[config.mk]
export PLATFORM = sky130hd
export DESIGN_NAME = rbrc_front
export DESIGN_NICKNAME = d
export VERILOG_FILES = /design/src/rtl/core/rbrc_pkg.sv /design/src/rtl/core/rbrc_front.sv
export SDC_FILE = /design/constraint.sdc
export NUM_CORES = 1
export LEC_CHECK = 0
export BUFFER_PORTS_ARGS = -buffer_cell sky130_fd_sc_hd__buf_2
export CORE_ASPECT_RATIO = 0.8
export CORE_UTILIZATION = 60
export CTS_CLUSTER_DIAMETER = 100
export DETAILED_ROUTE_END_ITERATION = 8
export MAX_ROUTING_LAYER = met4
export PLACE_DENSITY = 0.83
export SLEW_MARGIN = 5
export SYNTH_ARGS = -nofsm -noshare
export SYNTH_HDL_FRONTEND = slang
export SYNTH_SLANG_ARGS = --single-unit
[constraint.sdc]
create_clock -name clock -period 8.7 [get_ports clock]
set_clock_uncertainty 0.15 [all_clocks]
set_input_delay 1.305 -clock clock [delete_from_list [all_inputs] [get_ports clock]]
set_output_delay 1.305 -clock clock [all_outputs]
set_load 0.02 [all_outputs]
[src/rtl/core/rbrc_pkg.sv]
// Shared types and constants for the ring-buffered rate converter.
package rbrc_pkg;

   // Defaults for the top-level parameters
   localparam int RING_DEPTH_DEF = 16384;
   localparam int FRAME_LEN_DEF  = 2048;
   localparam int OUT_RATE_DEF   = 44100;

   // Fixed field widths
   localparam int SAMPLE_W   = 16;
   localparam int GAIN_W     = 16;
   localparam int STEREO_W   = 2 * SAMPLE_W;
   localparam int CSR_DATA_W = 16;
   localparam int CSR_IDX_W  = 1;

   // Register reset values
   localparam logic [CSR_DATA_W-1:0] SOURCE_RATE_RESET   = 16'd44100;
   localparam logic [CSR_DATA_W-1:0] TARGET_VOLUME_RESET = 16'd32768;

   // Result queue
   localparam int RSPQ_DEPTH = 4;
   localparam int RSPQ_AW    = $clog2(RSPQ_DEPTH);
   localparam int RSPQ_CW    = $clog2(RSPQ_DEPTH + 1);

   typedef enum logic [1:0] {
      ACT_PUSH  = 2'd0,
      ACT_FRAME = 2'd1,
      ACT_TICK  = 2'd2,
      ACT_NOP   = 2'd3
   } action_type;

   typedef enum logic [CSR_IDX_W-1:0] {
      CSR_SOURCE_RATE   = 1'b0,
      CSR_TARGET_VOLUME = 1'b1
   } csr_index_type;

   typedef struct packed {
      action_type                  action;
      logic signed [SAMPLE_W-1:0]  in_left;
      logic signed [SAMPLE_W-1:0]  in_right;
   } req_type;

   typedef struct packed {
      logic signed [SAMPLE_W-1:0]  out_left;
      logic signed [SAMPLE_W-1:0]  out_right;
      logic        [GAIN_W-1:0]    gain;
   } rsp_type;

   // Tick command from the front end to the hold stage
   typedef struct packed {
      logic              valid;
      logic              fetch;  // phase crossed, load a new sample
      logic              blank;  // fetched entry never written since reset
      logic [GAIN_W-1:0] gain;
   } tick_type;

endpackage

[src/rtl/core/rbrc_front.sv]
// Front end: accepts beats, decodes the action, owns counters, phase, gain and registers.
module rbrc_front #(
   parameter int RING_DEPTH = rbrc_pkg::RING_DEPTH_DEF,
   parameter int FRAME_LEN  = rbrc_pkg::FRAME_LEN_DEF,
   parameter int OUT_RATE   = rbrc_pkg::OUT_RATE_DEF
) (
   input  logic                                  clock,
   input  logic                                  reset,
   input  logic                                  req_push,
   input  rbrc_pkg::req_type                     req_data,
   input  logic                                  q_full,
   input  logic                                  csr_we,
   input  logic [rbrc_pkg::CSR_IDX_W-1:0]        csr_index,
   input  logic [rbrc_pkg::CSR_DATA_W-1:0]       csr_wdata,
   output logic                                  ring_wr_en,
   output logic [$clog2(RING_DEPTH)-1:0]         ring_wr_addr,
   output logic [rbrc_pkg::STEREO_W-1:0]         ring_wr_data,
   output logic                                  ring_rd_en,
   output logic [$clog2(RING_DEPTH)-1:0]         ring_rd_addr,
   output rbrc_pkg::tick_type                    tick
);
   import rbrc_pkg::*;

   localparam int IW = $clog2(RING_DEPTH);
   localparam int CW = $clog2(2 * RING_DEPTH);
   localparam int PW = $clog2(2 * OUT_RATE);
   localparam int MW = (PW > CSR_DATA_W) ? PW : CSR_DATA_W;
   localparam int GW = GAIN_W + 2;

   localparam logic [CW:0]     COUNT_MOD  = (CW+1)'(2 * RING_DEPTH);
   localparam logic [CW:0]     DEPTH_C    = (CW+1)'(RING_DEPTH);
   localparam logic [CW:0]     FRAME_C    = (CW+1)'(FRAME_LEN);
   localparam logic [CW:0]     FRAME_MOD  = (CW+1)'(FRAME_LEN % (2 * RING_DEPTH));
   localparam logic [CW-1:0]   COUNT_LAST = CW'(2 * RING_DEPTH - 1);
   localparam logic [IW-1:0]   IDX_LAST   = IW'(RING_DEPTH - 1);
   localparam logic [PW-1:0]   OUT_RATE_P = PW'(OUT_RATE);
   localparam logic [MW-1:0]   OUT_RATE_M = MW'(OUT_RATE);

   // Ring position of a count modulo twice the depth
   function automatic logic [IW-1:0] idx_of(input logic [CW-1:0] count);
      logic [CW:0] c;
      c = {1'b0, count};
      if (c >= DEPTH_C) begin
         return IW'(c - DEPTH_C);
      end
      return IW'(c);
   endfunction

   function automatic logic [CW-1:0] count_inc(input logic [CW-1:0] count);
      logic [CW-1:0] n;
      n = (count == COUNT_LAST) ? '0 : count + CW'(1);
      return n;
   endfunction

   logic [CW-1:0]         wr_cnt_ff, wr_cnt_in;
   logic [CW-1:0]         rd_cnt_ff, rd_cnt_in;
   logic                  wrapped_ff, wrapped_in;
   logic [PW-1:0]         phase_ff, phase_in;
   logic [GAIN_W-1:0]     gain_ff, gain_in;
   logic [CSR_DATA_W-1:0] src_rate_ff;
   logic [CSR_DATA_W-1:0] tgt_vol_ff;

   logic              accept;
   logic [CW:0]       w_ext, r_ext, fill, resync;
   logic [IW-1:0]     wr_idx, rd_idx;
   logic              ring_full, need_resync;
   logic [GW-1:0]     ramp, ramped;
   logic [GAIN_W-1:0] gain_clamped;
   logic [MW-1:0]     src_m;
   logic [PW-1:0]     rate, phase_sum;
   logic              fetch;

   // Fill level, resync point, gain ramp and phase step
   always_comb begin
      accept      = req_push && !q_full;
      w_ext       = {1'b0, wr_cnt_ff};
      r_ext       = {1'b0, rd_cnt_ff};
      fill        = (w_ext >= r_ext) ? w_ext - r_ext : w_ext + COUNT_MOD - r_ext;
      resync      = (w_ext >= FRAME_MOD) ? w_ext - FRAME_MOD : w_ext + COUNT_MOD - FRAME_MOD;
      wr_idx      = idx_of(wr_cnt_ff);
      rd_idx      = idx_of(rd_cnt_ff);
      ring_full   = (fill == DEPTH_C);
      need_resync = (fill < FRAME_C) || (fill > DEPTH_C);

      // gain * 3 / 2 + 2, then clamp to target
      ramp   = GW'(gain_ff) + GW'(gain_ff[GAIN_W-1:1]) + GW'(2);
      ramped = (gain_ff < tgt_vol_ff) ? ramp : GW'(gain_ff);
      gain_clamped = (ramped > GW'(tgt_vol_ff)) ? tgt_vol_ff : ramped[GAIN_W-1:0];

      src_m     = MW'(src_rate_ff);
      rate      = (src_m > OUT_RATE_M) ? OUT_RATE_P : PW'(src_m);
      phase_sum = phase_ff + rate;
      fetch     = (phase_sum >= OUT_RATE_P);
   end

   // Next state
   always_comb begin
      wr_cnt_in  = wr_cnt_ff;
      rd_cnt_in  = rd_cnt_ff;
      wrapped_in = wrapped_ff;
      phase_in   = phase_ff;
      gain_in    = gain_ff;
      if (accept) begin
         case (req_data.action)
            ACT_PUSH: begin
               if (!ring_full) begin
                  wr_cnt_in = count_inc(wr_cnt_ff);
                  if (wr_idx == IDX_LAST) begin
                     wrapped_in = 1'b1;
                  end
               end
            end
            ACT_FRAME: begin
               if (need_resync) begin
                  rd_cnt_in = resync[CW-1:0];
               end
               gain_in = gain_clamped;
            end
            ACT_TICK: begin
               if (fetch) begin
                  rd_cnt_in = count_inc(rd_cnt_ff);
                  phase_in  = phase_sum - OUT_RATE_P;
               end else begin
                  phase_in  = phase_sum;
               end
            end
            default: begin
            end
         endcase
      end
   end

   // Ring access and tick command
   always_comb begin
      ring_wr_en   = accept && (req_data.action == ACT_PUSH) && !ring_full;
      ring_wr_addr = wr_idx;
      ring_wr_data = {req_data.in_right, req_data.in_left};
      ring_rd_en   = accept && (req_data.action == ACT_TICK) && fetch;
      ring_rd_addr = rd_idx;
      tick.valid   = accept && (req_data.action == ACT_TICK);
      tick.fetch   = fetch;
      tick.blank   = !wrapped_ff && (rd_idx >= wr_idx);
      tick.gain    = gain_ff;
   end

   always_ff @(posedge clock) begin
      if (reset) begin
         wr_cnt_ff   <= '0;
         rd_cnt_ff   <= '0;
         wrapped_ff  <= 1'b0;
         phase_ff    <= '0;
         gain_ff     <= '0;
         src_rate_ff <= SOURCE_RATE_RESET;
         tgt_vol_ff  <= TARGET_VOLUME_RESET;
      end else begin
         wr_cnt_ff  <= wr_cnt_in;
         rd_cnt_ff  <= rd_cnt_in;
         wrapped_ff <= wrapped_in;
         phase_ff   <= phase_in;
         gain_ff    <= gain_in;
         if (csr_we) begin
            case (csr_index_type'(csr_index))
               CSR_SOURCE_RATE:   src_rate_ff <= csr_wdata;
               CSR_TARGET_VOLUME: tgt_vol_ff  <= csr_wdata;
               default: begin
               end
            endcase
         end
      end
   end

endmodule

==> flow_metrics.py <==
metrics = {
    "hold_path": {
        "hold_class": "reg -> reg",
        "whs_path_depth": 2,
    },
    "global_route": {
        "gr-usage-met3_pct": 5.50,
        "grt_pass1_wl_um": 38300,
        "grt_max_degree": 63,
        "grt_busiest_layer": "met2",
        "use_met1_pct": 43.6,
        "use_met2_pct": 44.8,
        "grt.overflow.total": 0,
        "antenna_found_initial": 0,
        "grt_usage_pct": 31.0,
        "grt_pass1_vias": 7653,
    },
    "route": {
        "first_pass_iters": 5,
        "via_per_inst": 6.28,
        "drc": 0,
        "vias": 8516,
        "wl_um": 23400,
        "drtAntennaViolNets": 0,
        "drtIter0Drc": 990,
        "wl_per_cell_um": 17.3,
    },
    "sta": {
        "tightest_slew_ns": 1.00,
        "tns_ns": 0,
        "fmax_mhz": 149,
        "drv_slew": 0,
        "relSlewSlack_pct": 33.2,
        "rsz0062_at_grt": "no",
        "layout_min_cycle_time_ns": 6.70,
        "hold_viol_final": 0,
        "setup_violations": 0,
        "period_share_pct": 77.0,
    },
    "power": {
        "power_frac_seq_pct": 38.0,
        "swShare_pct": 33.6,
        "p_clk_share_pct": 34.4,
        "power_density_nw_per_um2": 132,
        "combinationalPowerShare_pct": 27.6,
        "switchingPower_mw": 0.413,
        "p_leak_nw": 4.08,
        "peakVddDrop_uv": 99.6,
        "intPower_mw": 0.816,
    },
    "synthesis": {
        "post-synth-top-area-fraction_pct": 21.2,
        "ys_ff_latch": 96,
        "ys_seq_area_share_pct": 21.2,
        "synth.distinct_cells": 83,
        "synth_edf_count": 0,
        "syn_area_per_cell_um2": 7.61,
        "synth_cells": 1194,
        "synth.most_common_cell": "nand2_1",
        "synthArstFlopShare_pct": 0,
        "synth_top_area_cell": "dfxtp_1",
        "synth_area_leaders": "dfxtp_1, ha_1, a21oi_1, nand2_1, buf_4",
        "synth_fp_nets": 1366,
        "ys_warn_count": 0,
        "synth_common_cells": "nand2_1, ha_1, a21oi_1",
        "syn_area_um2": 9080,
        "synth_ff_type": "dfxtp_1",
    },
    "status": {
        "status": "completed",
    },
    "worst_setup_path": {
        "critPathArrivalTime_ns": 5.24,
        "reg2regPathDepth": 24,
        "critical_path.max_stage_delay_ns": 0.60,
        "cp-start-kind": "flip-flop",
        "cp.required_ns": 7.24,
        "cp_slowest_cell": "nor2b_1",
        "worst-setup-path-type": "reg -> out",
        "crit_fanout": 14,
        "path_depth": 18,
        "crit_chain": "o21ai_0, nand2_1, a2111oi_0, o21bai_1, a21oi_1, nor2b_1, nor2b_1, ha_1, fa_1, a211oi_4, o21ai_1, and3_1, or4_1, a21oi_1, and4b_1, o31a_1, inv_1, buf_2",
        "critPathTopFamily": "simple AND/OR/NAND/NOR gates",
        "end_kind": "output pin",
        "worst-path-buf-inv": 2,
    },
    "die": {
        "die_height_um": 112,
        "pin_count": 137,
        "rows": 39,
        "fp.dieArea_um2": 15600,
        "core_um2": 14500,
        "die_x_um": 140,
        "initial_core_util_pct": 62.5,
    },
    "placed_design": {
        "place_congestion": 0.963,
        "io_buffer_count": 72,
        "hpwlAfterDp_um": 17700,
    },
    "final_layout": {
        "synthToLayoutAreaGrowth_pct": 2.58,
        "final.fill_count": 1283,
        "final_layout_size_suffix_gt1_share_pct": 10.4,
        "n_antenna_cell": 0,
        "fin_util_pct": 64.1,
        "regArea_um2": 1920,
        "final_nets": 1340,
        "multi_input_area_um2": 6170,
    },
    "cts": {
        "clkTransAtPathRegs_ns": 0.07,
        "htree_levels": 3,
        "cts.sinks": 96,
        "ctsHoldBuffers": 0,
        "clk_path_buf_depth": 2,
        "insertion_delay_ns": 0.36,
        "root_buffer": "clkbuf_16",
        "cts.repair.resized": 0,
        "tritoncts": "done",
        "cts_setup_buffers": 0,
        "cts_buffers": 9,
    },
    "run": {
        "cap_violations": 0,
    },
}
-- layout by cell type, fill, tap and decap left out, drive strengths merged, types with 5 or more instances in the layout --
cell	count
nand3	55
o21a	7
a21oi	103
a21o	20
a211oi	17
a31oi	14
o32ai	6
buf	76
ha	113
o211ai	19
o21ai	74
or3	15
or2	12
clkbuf	11
a32oi	5
dfxtp	96
and3	10
nand2b	13
xnor2	32
xor2	16
nor4	13
nor2b	21
nand4	13
o21bai	7
o22ai	5
o31ai	11
a211o	5
mux2i	8
and2	9
nor2	62
o31a	5
nand2	130
inv	80
a2111oi	6
nor3	27
-- path summary, 6_finish.rpt --
| check | start | end | slack (ns) |
|---|---|---|---|
| worst min register to register | tgt_vol_ff[3] | tgt_vol_ff[3] | 0.31 |
| worst max register to register | gain_ff[2] | gain_ff[13] | 2.97 |
| worst max-delay path | src_rate_ff[1] | tick[17] | 2.00 |
| worst min-delay path | tgt_vol_ff[3] | tgt_vol_ff[3] | 0.31 |
-- logic make-up after synthesis --
logic type | synth area share [%]
adders and majority gates | 16.2
DFF | 21.2
xor gates and xnor gates | 4.63
AOI/OAI and AO/OA | 24.6
and+or+nand+nor | 21.3
muxes | 1.25
buffers and inverters | 10.9
-- layout make-up --
class	count	area share (%)
clock buffer	11	2.61
clock inverter	5	0.685
inverter	79	3.18
multi-input combinational	906	66.2
sequential	96	20.6
tap	184	2.47
timing repair buffer	76	4.19
-- metal layers --
layer	up-vias	wire, um
met4	0	539
met3	42	2020
met1	3888	11000
li1	4175	-
met2	411	9870
met5	-	0
-- registers in the layout, indices dropped and copies added, names as in the netlist --
signal       cells
src_rate_ff     16
phase_ff        17
wrapped_ff       1
rd_cnt_ff       15
wr_cnt_ff       15
gain_ff         16
tgt_vol_ff      16
-- through the flow --
stage / hold slack, ns / area (um^2) / instances / power, mW / setup WS (ns)
floorplan: 0.286 / 9080 / 1194 / 0.760 / 3.25
finish: 0.306 / 9320 / 1357 / 1.23 / 2.00
global placement: 0.296 / 9010 / 1341 / 0.798 / 2.55
detailed placement: 0.300 / 9010 / 1341 / 0.806 / 2.42
CTS: 0.309 / 9320 / 1357 / 1.23 / 2.03
global route: 0.332 / 9320 / 1357 / 1.29 / 1.59
-- power groups by stage --
stage	sequential, mW	clock, mW	combinational (mW)
final	0.467	0.423	0.339
after global routing	0.469	0.450	0.369
after CTS	0.466	0.428	0.331
after detailed placement	0.477	0	0.329
after global placement	0.476	0	0.322
after floorplan	0.473	0	0.286
-- worst register-to-register path, cell delays in order, from the launching register on --
cell       delay (ns)
dfxtp_1          0.46
inv_1            0.07
ha_1             0.27
inv_1            0.04
ha_1             0.21
fa_1             0.42
a21o_1           0.18
a21o_1           0.21
a2111oi_0        0.58
o31ai_1          0.21
o21ai_0          0.26
nand2_1          0.08
o21ai_0          0.25
ha_1             0.31
a21oi_1          0.17
nor2b_1          0.06
o21ai_0          0.15
nand2b_1         0.08
a221o_1          0.29
a21oi_1          0.21
o22ai_1          0.17
nor2_1           0.19
buf_4            0.28
a21oi_1          0.12
a211oi_1         0.22
Note: power is estimated with default switching activity, not from simulation.
