===== src/rtl/core/rbrc_pkg.sv =====
// Shared types and constants for the ring-buffered rate converter.
package rbrc_pkg;

   // Defaults for the top-level parameters
   localparam int RING_DEPTH_DEF = 16384;
   localparam int FRAME_LEN_DEF  = 2048;
   localparam int OUT_RATE_DEF   = 44100;

   // Fixed field widths
   localparam int SAMPLE_W   = 16;
   localparam int GAIN_W     = 16;
   localparam int STEREO_W   = 2 * SAMPLE_W;
   localparam int CSR_DATA_W = 16;
   localparam int CSR_IDX_W  = 1;

   // Register reset values
   localparam logic [CSR_DATA_W-1:0] SOURCE_RATE_RESET   = 16'd44100;
   localparam logic [CSR_DATA_W-1:0] TARGET_VOLUME_RESET = 16'd32768;

   // Result queue
   localparam int RSPQ_DEPTH = 4;
   localparam int RSPQ_AW    = $clog2(RSPQ_DEPTH);
   localparam int RSPQ_CW    = $clog2(RSPQ_DEPTH + 1);

   typedef enum logic [1:0] {
      ACT_PUSH  = 2'd0,
      ACT_FRAME = 2'd1,
      ACT_TICK  = 2'd2,
      ACT_NOP   = 2'd3
   } action_type;

   typedef enum logic [CSR_IDX_W-1:0] {
      CSR_SOURCE_RATE   = 1'b0,
      CSR_TARGET_VOLUME = 1'b1
   } csr_index_type;

   typedef struct packed {
      action_type                  action;
      logic signed [SAMPLE_W-1:0]  in_left;
      logic signed [SAMPLE_W-1:0]  in_right;
   } req_type;

   typedef struct packed {
      logic signed [SAMPLE_W-1:0]  out_left;
      logic signed [SAMPLE_W-1:0]  out_right;
      logic        [GAIN_W-1:0]    gain;
   } rsp_type;

   // Tick command from the front end to the hold stage
   typedef struct packed {
      logic              valid;
      logic              fetch;  // phase crossed, load a new sample
      logic              blank;  // fetched entry never written since reset
      logic [GAIN_W-1:0] gain;
   } tick_type;

endpackage


===== src/rtl/core/rbrc_back.sv =====
// Back end: sample-hold register and result queue feeding the rsp side.
module rbrc_back (
   input  logic                              clock,
   input  logic                              reset,
   input  rbrc_pkg::tick_type                tick,
   input  logic [rbrc_pkg::STEREO_W-1:0]     rd_data,
   input  logic                              rsp_pop,
   output logic                              rsp_empty,
   output rbrc_pkg::rsp_type                 rsp_data,
   output logic                              q_full
);
   import rbrc_pkg::*;

   tick_type               s1_ff;
   logic [STEREO_W-1:0]    held_ff, held_in;
   rsp_type                queue_ff [RSPQ_DEPTH];
   logic [RSPQ_AW-1:0]     head_ff, tail_ff;
   logic [RSPQ_CW-1:0]     count_ff, count_in;
   logic                   enq, deq;
   rsp_type                enq_beat;
   logic [RSPQ_CW:0]       committed;

   // Hold stage: a fetch loads the ring word, an unwritten entry reads zero
   always_comb begin
      held_in = held_ff;
      if (s1_ff.valid && s1_ff.fetch) begin
         held_in = s1_ff.blank ? '0 : rd_data;
      end
      enq_beat.out_left  = held_in[SAMPLE_W-1:0];
      enq_beat.out_right = held_in[STEREO_W-1:SAMPLE_W];
      enq_beat.gain      = s1_ff.gain;
   end

   // Queue control; space is reserved for the beat in the hold stage
   always_comb begin
      enq       = s1_ff.valid;
      rsp_empty = (count_ff == '0);
      deq       = rsp_pop && !rsp_empty;
      count_in  = count_ff + RSPQ_CW'(enq) - RSPQ_CW'(deq);
      committed = (RSPQ_CW+1)'(count_ff) + (RSPQ_CW+1)'(s1_ff.valid);
      q_full    = (committed >= (RSPQ_CW+1)'(RSPQ_DEPTH));
      rsp_data  = queue_ff[head_ff];
   end

   always_ff @(posedge clock) begin
      if (reset) begin
         s1_ff.valid <= 1'b0;
         held_ff     <= '0;
         head_ff     <= '0;
         tail_ff     <= '0;
         count_ff    <= '0;
      end else begin
         s1_ff    <= tick;
         held_ff  <= held_in;
         count_ff <= count_in;
         if (enq) begin
            tail_ff <= tail_ff + RSPQ_AW'(1);
         end
         if (deq) begin
            head_ff <= head_ff + RSPQ_AW'(1);
         end
      end
   end

   // Queue storage
   always_ff @(posedge clock) begin
      if (enq) begin
         queue_ff[tail_ff] <= enq_beat;
      end
   end

endmodule


===== config.mk =====
export PLATFORM = sky130hd
export DESIGN_NAME = rbrc_back
export DESIGN_NICKNAME = d
export VERILOG_FILES = /design/src/rtl/core/rbrc_pkg.sv /design/src/rtl/core/rbrc_back.sv
export SDC_FILE = /design/constraint.sdc
export NUM_CORES = 1
export LEC_CHECK = 0
export BUFFER_PORTS_ARGS = -buffer_cell sky130_fd_sc_hd__buf_2
export CAP_MARGIN = 30
export CORE_ASPECT_RATIO = 0.9
export CORE_UTILIZATION = 62
export DETAILED_ROUTE_END_ITERATION = 7
export GPL_TIMING_DRIVEN = 0
export PLACE_DENSITY = 0.88
export SYNTH_ARGS = -nofsm -noshare
export SYNTH_HDL_FRONTEND = slang
export SYNTH_SLANG_ARGS = --single-unit

===== constraint.sdc =====
create_clock -name clock -period 6.7 [get_ports clock]
set_clock_uncertainty 0.1 [all_clocks]
set_input_delay 1.005 -clock clock [delete_from_list [all_inputs] [get_ports clock]]
set_output_delay 1.005 -clock clock [all_outputs]
set_load 0.01 [all_outputs]

==> results of run 1 <==
cell families (layout without fill, tap and decap cells):
| group | after synthesis | in the layout |
|---|---|---|
| XOR/XNOR | 3 | 3 |
| AND/OR/NAND/NOR | 113 | 113 |
| flip-flops | 252 | 252 |
| AO/OA/AOI/OAI | 38 | 38 |
| multiplexers | 49 | 49 |
| buffers and inverters | 38 | 188 |
| adder cells (fa/ha/maj) | 8 | 8 |
flip-flops by register name (all words and copies together) (netlist names), named ones only:
signal,flops
enq_beat,16
enq,1
s1_ff,2
queue_ff,192
held_ff,32
head_ff,2
count_ff,3
tail_ff,2
how the worst max path moves through the flow:
stage               slack (ns)  cells past startpoint         endpoint
floorplan                 4.28                      9      count_ff[2]
global placement          3.46                      3  queue_ff[1][11]
detailed placement        3.98                      3      enq_beat[8]
CTS                       3.50                      4     rsp_data[44]
global route              3.42                      4     rsp_data[44]
finish                    3.52                      4     rsp_data[44]
worst max-delay path: stages, from the launching register on:
cell,delay [ns]
dfxtp_1,0.36
buf_2,0.33
buf_2,0.34
mux4_2,0.38
buf_2,0.16
power by group through the flow:
stage	clock [mW]	sequential, mW	combinational, mW
2_1_floorplan	0	1.81	0.424
3_3_place_gp	0	1.82	0.609
3_5_place_dp	0	1.82	0.628
4_1_cts	1.25	1.79	0.639
5_1_grt	1.31	1.80	0.676
6_report	1.24	1.79	0.630
routing by layer:
layer / part of all wire / vias up / wire length (um)
li1: - / 2230 / -
met1: 0.39 / 2615 / 7630
met2: 0.52 / 244 / 10200
met3: 0.064 / 46 / 1260
met4: 0.025 / 0 / 484
met5: 0 / - / 0
layout make-up:
class | count | area [um2]
plain buffers | 30 | 156
clock buffers | 36 | 677
clock inverters | 8 | 35.0
fillers | 876 | 3800
inverters | 8 | 30.0
multi-input cells | 211 | 2030
flip-flops and latches | 252 | 7150
well taps | 198 | 248
repair buffers | 106 | 591
layout by cell type (no fill, tap or decap), types with 2 or more instances in the layout:
cell type and instances:
clkbuf_1 24, and2_2 4, o21ai_0 2, clkinv_1 4, clkbuf_16 25, edfxtp_1 210
nor2b_1 2, buf_12 4, xnor2_1 2, inv_1 8, a21oi_1 35, clkinv_2 4
nand4b_1 32, buf_2 113, buf_6 3, buf_4 2, nand2_1 66, nor2_1 6
ha_1 7, dfxtp_1 42, mux4_2 48
metrics by stage:
step / worst slack, ns / total power [mW] / util / cells
finish: 3.52 / 3.66 / 0.742 / 849
global route: 3.42 / 3.79 / 0.742 / 849
CTS: 3.50 / 3.68 / 0.742 / 849
detailed placement: 3.98 / 2.45 / 0.693 / 805
global placement: 3.46 / 2.43 / 0.687 / 801
floorplan: 4.28 / 2.24 / - / 501
==> results.py, run 1 <==
metrics = {
    "setup_path": {
        "crit_arrival_ns": 2.08,
        "timing.rr.end": "count_ff[2]",
        "path_class": "register to output port",
        "regToRegStartpoint": "count_ff[1]",
        "ff2ff_setup_slack_ns": 4.44,
        "path_max_fanout": 10,
        "crit_required_ns": 5.59,
        "reg2reg_depth": 9,
        "critPathLaunchType": "register",
        "critPathCaptureType": "output port",
    },
    "synth": {
        "synth_seq_area_share": 0.764,
        "ys_ff_latch": 252,
        "synthTopCellsByCount": "210 x edfxtp_1, 66 x nand2_1, 48 x mux4_2, 42 x dfxtp_1, 35 x a21oi_1",
        "synth_nets": 563,
        "synth.top_cell.area_share": 0.674,
        "synth-warning-count": 0,
        "synth_top_family_by_area": "multiplexers",
        "synth_edf_count": 210,
        "synth_compound_area_frac": 0.0206,
        "yosysMostFrequentCell": "edfxtp_1",
        "muxShareOfSynthArea": 0.117,
        "synthCells": 501,
        "synth_area_leaders": "edfxtp_1 67%, mux4_2 12%, dfxtp_1 9.0%, nand4b_1 3.0%, nand2_1 2.6%",
        "synth-async-reset-ratio": 0,
        "syn_area_um2": 9360,
        "syn_avg_cell_area_um2": 18.7,
        "synth_fa_ha_area_frac": 0.0115,
        "yosysUniqueCellTypes": 24,
        "synth_ff_type": "edfxtp_1",
        "synth_area_leader_cell": "edfxtp_1",
        "synth_xor_area_frac": 0.00281,
        "synth_simple_gate_area_frac": 0.0647,
    },
    "floorplan": {
        "initial_core_util": 0.636,
        "coreArea_um2": 14700,
        "dieArea_um2": 15600,
        "core.rowCount": 42,
        "ios": 104,
        "fp.dieW_um": 131,
        "die_h_um": 119,
    },
    "sta": {
        "holdWs_ns": 0.360,
        "min_period_ns": 3.18,
        "finalHoldViolations": 0,
        "max_freq_ghz": 0.314,
        "max_slew.worst_pin.slew_ns": 0.940,
        "slew_headroom": 0.372,
        "final.period_utilization": 0.475,
        "setup_violations": 0,
        "rsz0062_at_grt": "no",
        "tns_ns": 0,
        "final-max-slew-violation-count": 0,
    },
    "clock_tree": {
        "cts_setup_buffers": 0,
        "cts.path.max_buffers": 3,
        "cts_tree": "done",
        "numCtsBuffers": 24,
        "root_buffer": "clkbuf_16",
        "clk_pin_slew_ns": 0.06,
        "cts_max_level": 1,
        "hold_buffers": 0,
        "clkLatencyLatePin_ns": 0.51,
        "cts_resized": 0,
        "cts.sinks": 252,
    },
    "min_path": {
        "min_from": "held_ff[18]",
        "min_to": "held_ff[18]",
        "hold_class": "register to register",
        "worstHoldPathCells": 2,
    },
    "route": {
        "finalWirelength_um": 19600,
        "vias": 5135,
        "drtIter0Drc": 449,
        "drtPass1Iterations": 6,
        "drc": 0,
        "ant_nets": 0,
        "wire_per_inst_um": 23.1,
        "viasPerCell": 6.05,
    },
    "power": {
        "power_density_nw_per_um2": 336,
        "p_sw_frac": 0.246,
        "ir_drop_uv": 256,
        "p_leak_nw": 3.91,
        "p_int_mw": 2.76,
        "switchingPower_uw": 903,
        "p_clk_frac": 0.339,
        "seqPwrFrac": 0.489,
        "comb_power_share": 0.172,
    },
    "cells_and_area": {
        "antenna_cells": 0,
        "syn_to_final_growth_pct": 16.6,
        "drive_above_1_share": 0.313,
        "nets": 695,
        "final_area_um2": 10900,
    },
    "placed_design": {
        "place.port_buffers": 102,
        "dp_hpwl_um": 11400,
        "gp_congestion": 0.770,
        "dpl_cell_area_um2": 10200,
    },
    "global_routing": {
        "gr-total-overflow": 0,
        "grt_start_max_net_pins": 29,
        "gr-usage-met3": 0.0425,
        "grt.met1_usage": 0.341,
        "antenna_found_initial": 0,
        "grt-busiest-layer": "met2",
        "grt_first_pass_wirelength_um": 29800,
        "grt_pass1_vias": 5277,
        "met2_usage": 0.447,
        "track_usage": 0.259,
    },
    "run": {
        "max_cap_violations": 0,
    },
    "outcome": {
        "status": "finished, final reports clean",
    },
}
Note: power is estimated with default switching activity, not from simulation.
==> run 2, diff against run 1 <==
--- a/config.mk
+++ b/config.mk
@@ -8,10 +8,10 @@
 export BUFFER_PORTS_ARGS = -buffer_cell sky130_fd_sc_hd__buf_2
 export CAP_MARGIN = 30
 export CORE_ASPECT_RATIO = 0.9
-export CORE_UTILIZATION = 62
+export CORE_UTILIZATION = 52
 export DETAILED_ROUTE_END_ITERATION = 7
 export GPL_TIMING_DRIVEN = 0
-export PLACE_DENSITY = 0.88
+export PLACE_DENSITY = 0.79
 export SYNTH_ARGS = -nofsm -noshare
 export SYNTH_HDL_FRONTEND = slang
 export SYNTH_SLANG_ARGS = --single-unit
==> constraint.sdc (replaced) <==
create_clock -name clock -period 2.8 [get_ports clock]
set_clock_uncertainty 0.1 [all_clocks]
set_input_delay 0.42 -clock clock [delete_from_list [all_inputs] [get_ports clock]]
set_output_delay 0.42 -clock clock [all_outputs]
set_load 0.01 [all_outputs]
==> results.py, run 2 (synthesis gave the netlist of run 1 again) <==
metrics = {
    "outcome": {
        "status": "finished, final reports clean",
    },
    "cells_and_area": {
        "syn_to_final_growth_pct": 19.1,
        "fin_cells": 901,
        "layout_commonest_cell": "edfxtp_1",
        "max_flop_register": "queue_ff",
        "final_area_um2": 11100,
        "n_fill_cell": 1253,
        "final_cell_mix": "210 x edfxtp_1, 113 x buf_2, 66 x nand2_1, 48 x mux4_2, 42 x dfxtp_1",
        "nets": 705,
        "largest_register_ffs": 192,
        "drive_above_1_share": 0.316,
        "antenna_cells": 0,
    },
    "route": {
        "viasPerCell": 5.57,
        "finalWirelength_um": 18000,
        "drtPass1Iterations": 4,
        "wire_per_inst_um": 19.9,
        "wl_met3_um": 1110,
        "met1_length_um": 7650,
        "ant_nets": 0,
        "drc": 0,
        "drtIter0Drc": 253,
        "top_layer": "met4",
        "met2WireLength_um": 8910,
        "vias": 5023,
    },
    "sta": {
        "min_period_ns": 2.58,
        "setup_violations": 0,
        "slew_headroom": 0.385,
        "final.period_utilization": 0.921,
        "max_slew.worst_pin.slew_ns": 0.923,
        "final-max-slew-violation-count": 0,
        "finalHoldViolations": 0,
        "max_freq_ghz": 0.388,
        "tns_ns": 0,
        "rsz0062_at_grt": "no",
    },
    "clock_tree": {
        "cts_max_level": 1,
        "cts.sinks": 252,
        "root_buffer": "clkbuf_16",
        "clkLatencyLatePin_ns": 0.52,
        "hold_buffers": 10,
        "numCtsBuffers": 24,
        "cts_setup_buffers": 0,
        "clk_pin_slew_ns": 0.06,
        "cts.path.max_buffers": 3,
        "cts_resized": 0,
        "cts_tree": "done",
    },
    "floorplan": {
        "initial_core_util": 0.531,
        "dieArea_um2": 18500,
        "die_h_um": 129,
        "coreArea_um2": 17600,
        "ios": 104,
        "fp.dieW_um": 143,
        "core.rowCount": 46,
    },
    "global_routing": {
        "gr-total-overflow": 0,
        "track_usage": 0.202,
        "grt_pass1_vias": 5195,
        "grt_start_max_net_pins": 30,
        "antenna_found_initial": 0,
        "grt_first_pass_wirelength_um": 27700,
    },
    "power": {
        "power_mw": 8.95,
        "power_density_nw_per_um2": 803,
        "p_leak_nw": 3.99,
        "ir_drop_uv": 605,
    },
    "placed_design": {
        "dp_hpwl_um": 11600,
        "place.port_buffers": 102,
        "dp_cells": 847,
        "dpl_cell_area_um2": 10300,
        "gp_congestion": 0.758,
    },
    "setup_path": {
        "crit_arrival_ns": 2.06,
        "cp_slowest_cell": "mux4_2",
        "crit_required_ns": 2.28,
        "slowest_delay_ns": 0.39,
        "critPathLaunchType": "register",
        "crit_chain": "buf_2, buf_2, mux4_2, buf_2",
        "ff2ff_setup_slack_ns": 0.53,
        "cpMostUsedCell": "buf_2",
        "critPathCaptureType": "output port",
        "path_max_fanout": 10,
        "path_class": "register to output port",
    },
    "min_path": {
        "hold_class": "input pin to register",
    },
    "run": {
        "max_cap_violations": 0,
    },
}
[run 2: area by class of cell]
cell class              instances  area [um2]  area share
flip-flops and latches        252        7150       0.641
well taps                     240         300      0.0269
clock buffers                  31         658      0.0590
inverters                       8        30.0     0.00269
plain buffers                  30         156      0.0140
clock inverters                13         120      0.0108
multi-input cells             211        2030       0.182
repair buffers                116         706      0.0633
[run 2: path summary, 6_finish.rpt]
path | endpoint | startpoint | cells past startpoint
worst max-delay path | rsp_data[37] | register | 4
worst min-delay path | enq_beat[12] | tick[12] | 1
worst max register to register | queue_ff[3][11] | enq | 4
worst min register to register | held_ff[12] | held_ff[12] | 2
[run 2: critical path: cells and delay by family (launching register included)]
kind / cells / cell delay, ns
muxes: 1 / 0.39
DFF: 1 / 0.35
buffers and inverters: 3 / 0.80
[run 2: through the flow]
step / hold slack (ns) / setup WS [ns] / util
after floorplan: 0.340 / 0.461 / -
after global placement: 0.347 / -0.522 / 0.577
after detailed placement: 0.355 / 0.548 / 0.583
after CTS: 0.000404 / 0.188 / 0.633
after global routing: 0.000383 / 0.115 / 0.633
final: 0.0138 / 0.221 / 0.633
[run 2: layer usage]
| layer | GRT usage | vias to the layer above |
|---|---|---|
| met2 | 0.344 | 182 |
| li1 | - | 2256 |
| met5 | 0 | - |
| met4 | 0.0476 | 0 |
| met1 | 0.272 | 2560 |
| met3 | 0.0373 | 25 |
[run 2: power by group]
group	internal [mW]	switching, mW
clock	1.85	1.32
sequential	4.20	0.0803
combinational	0.746	0.760
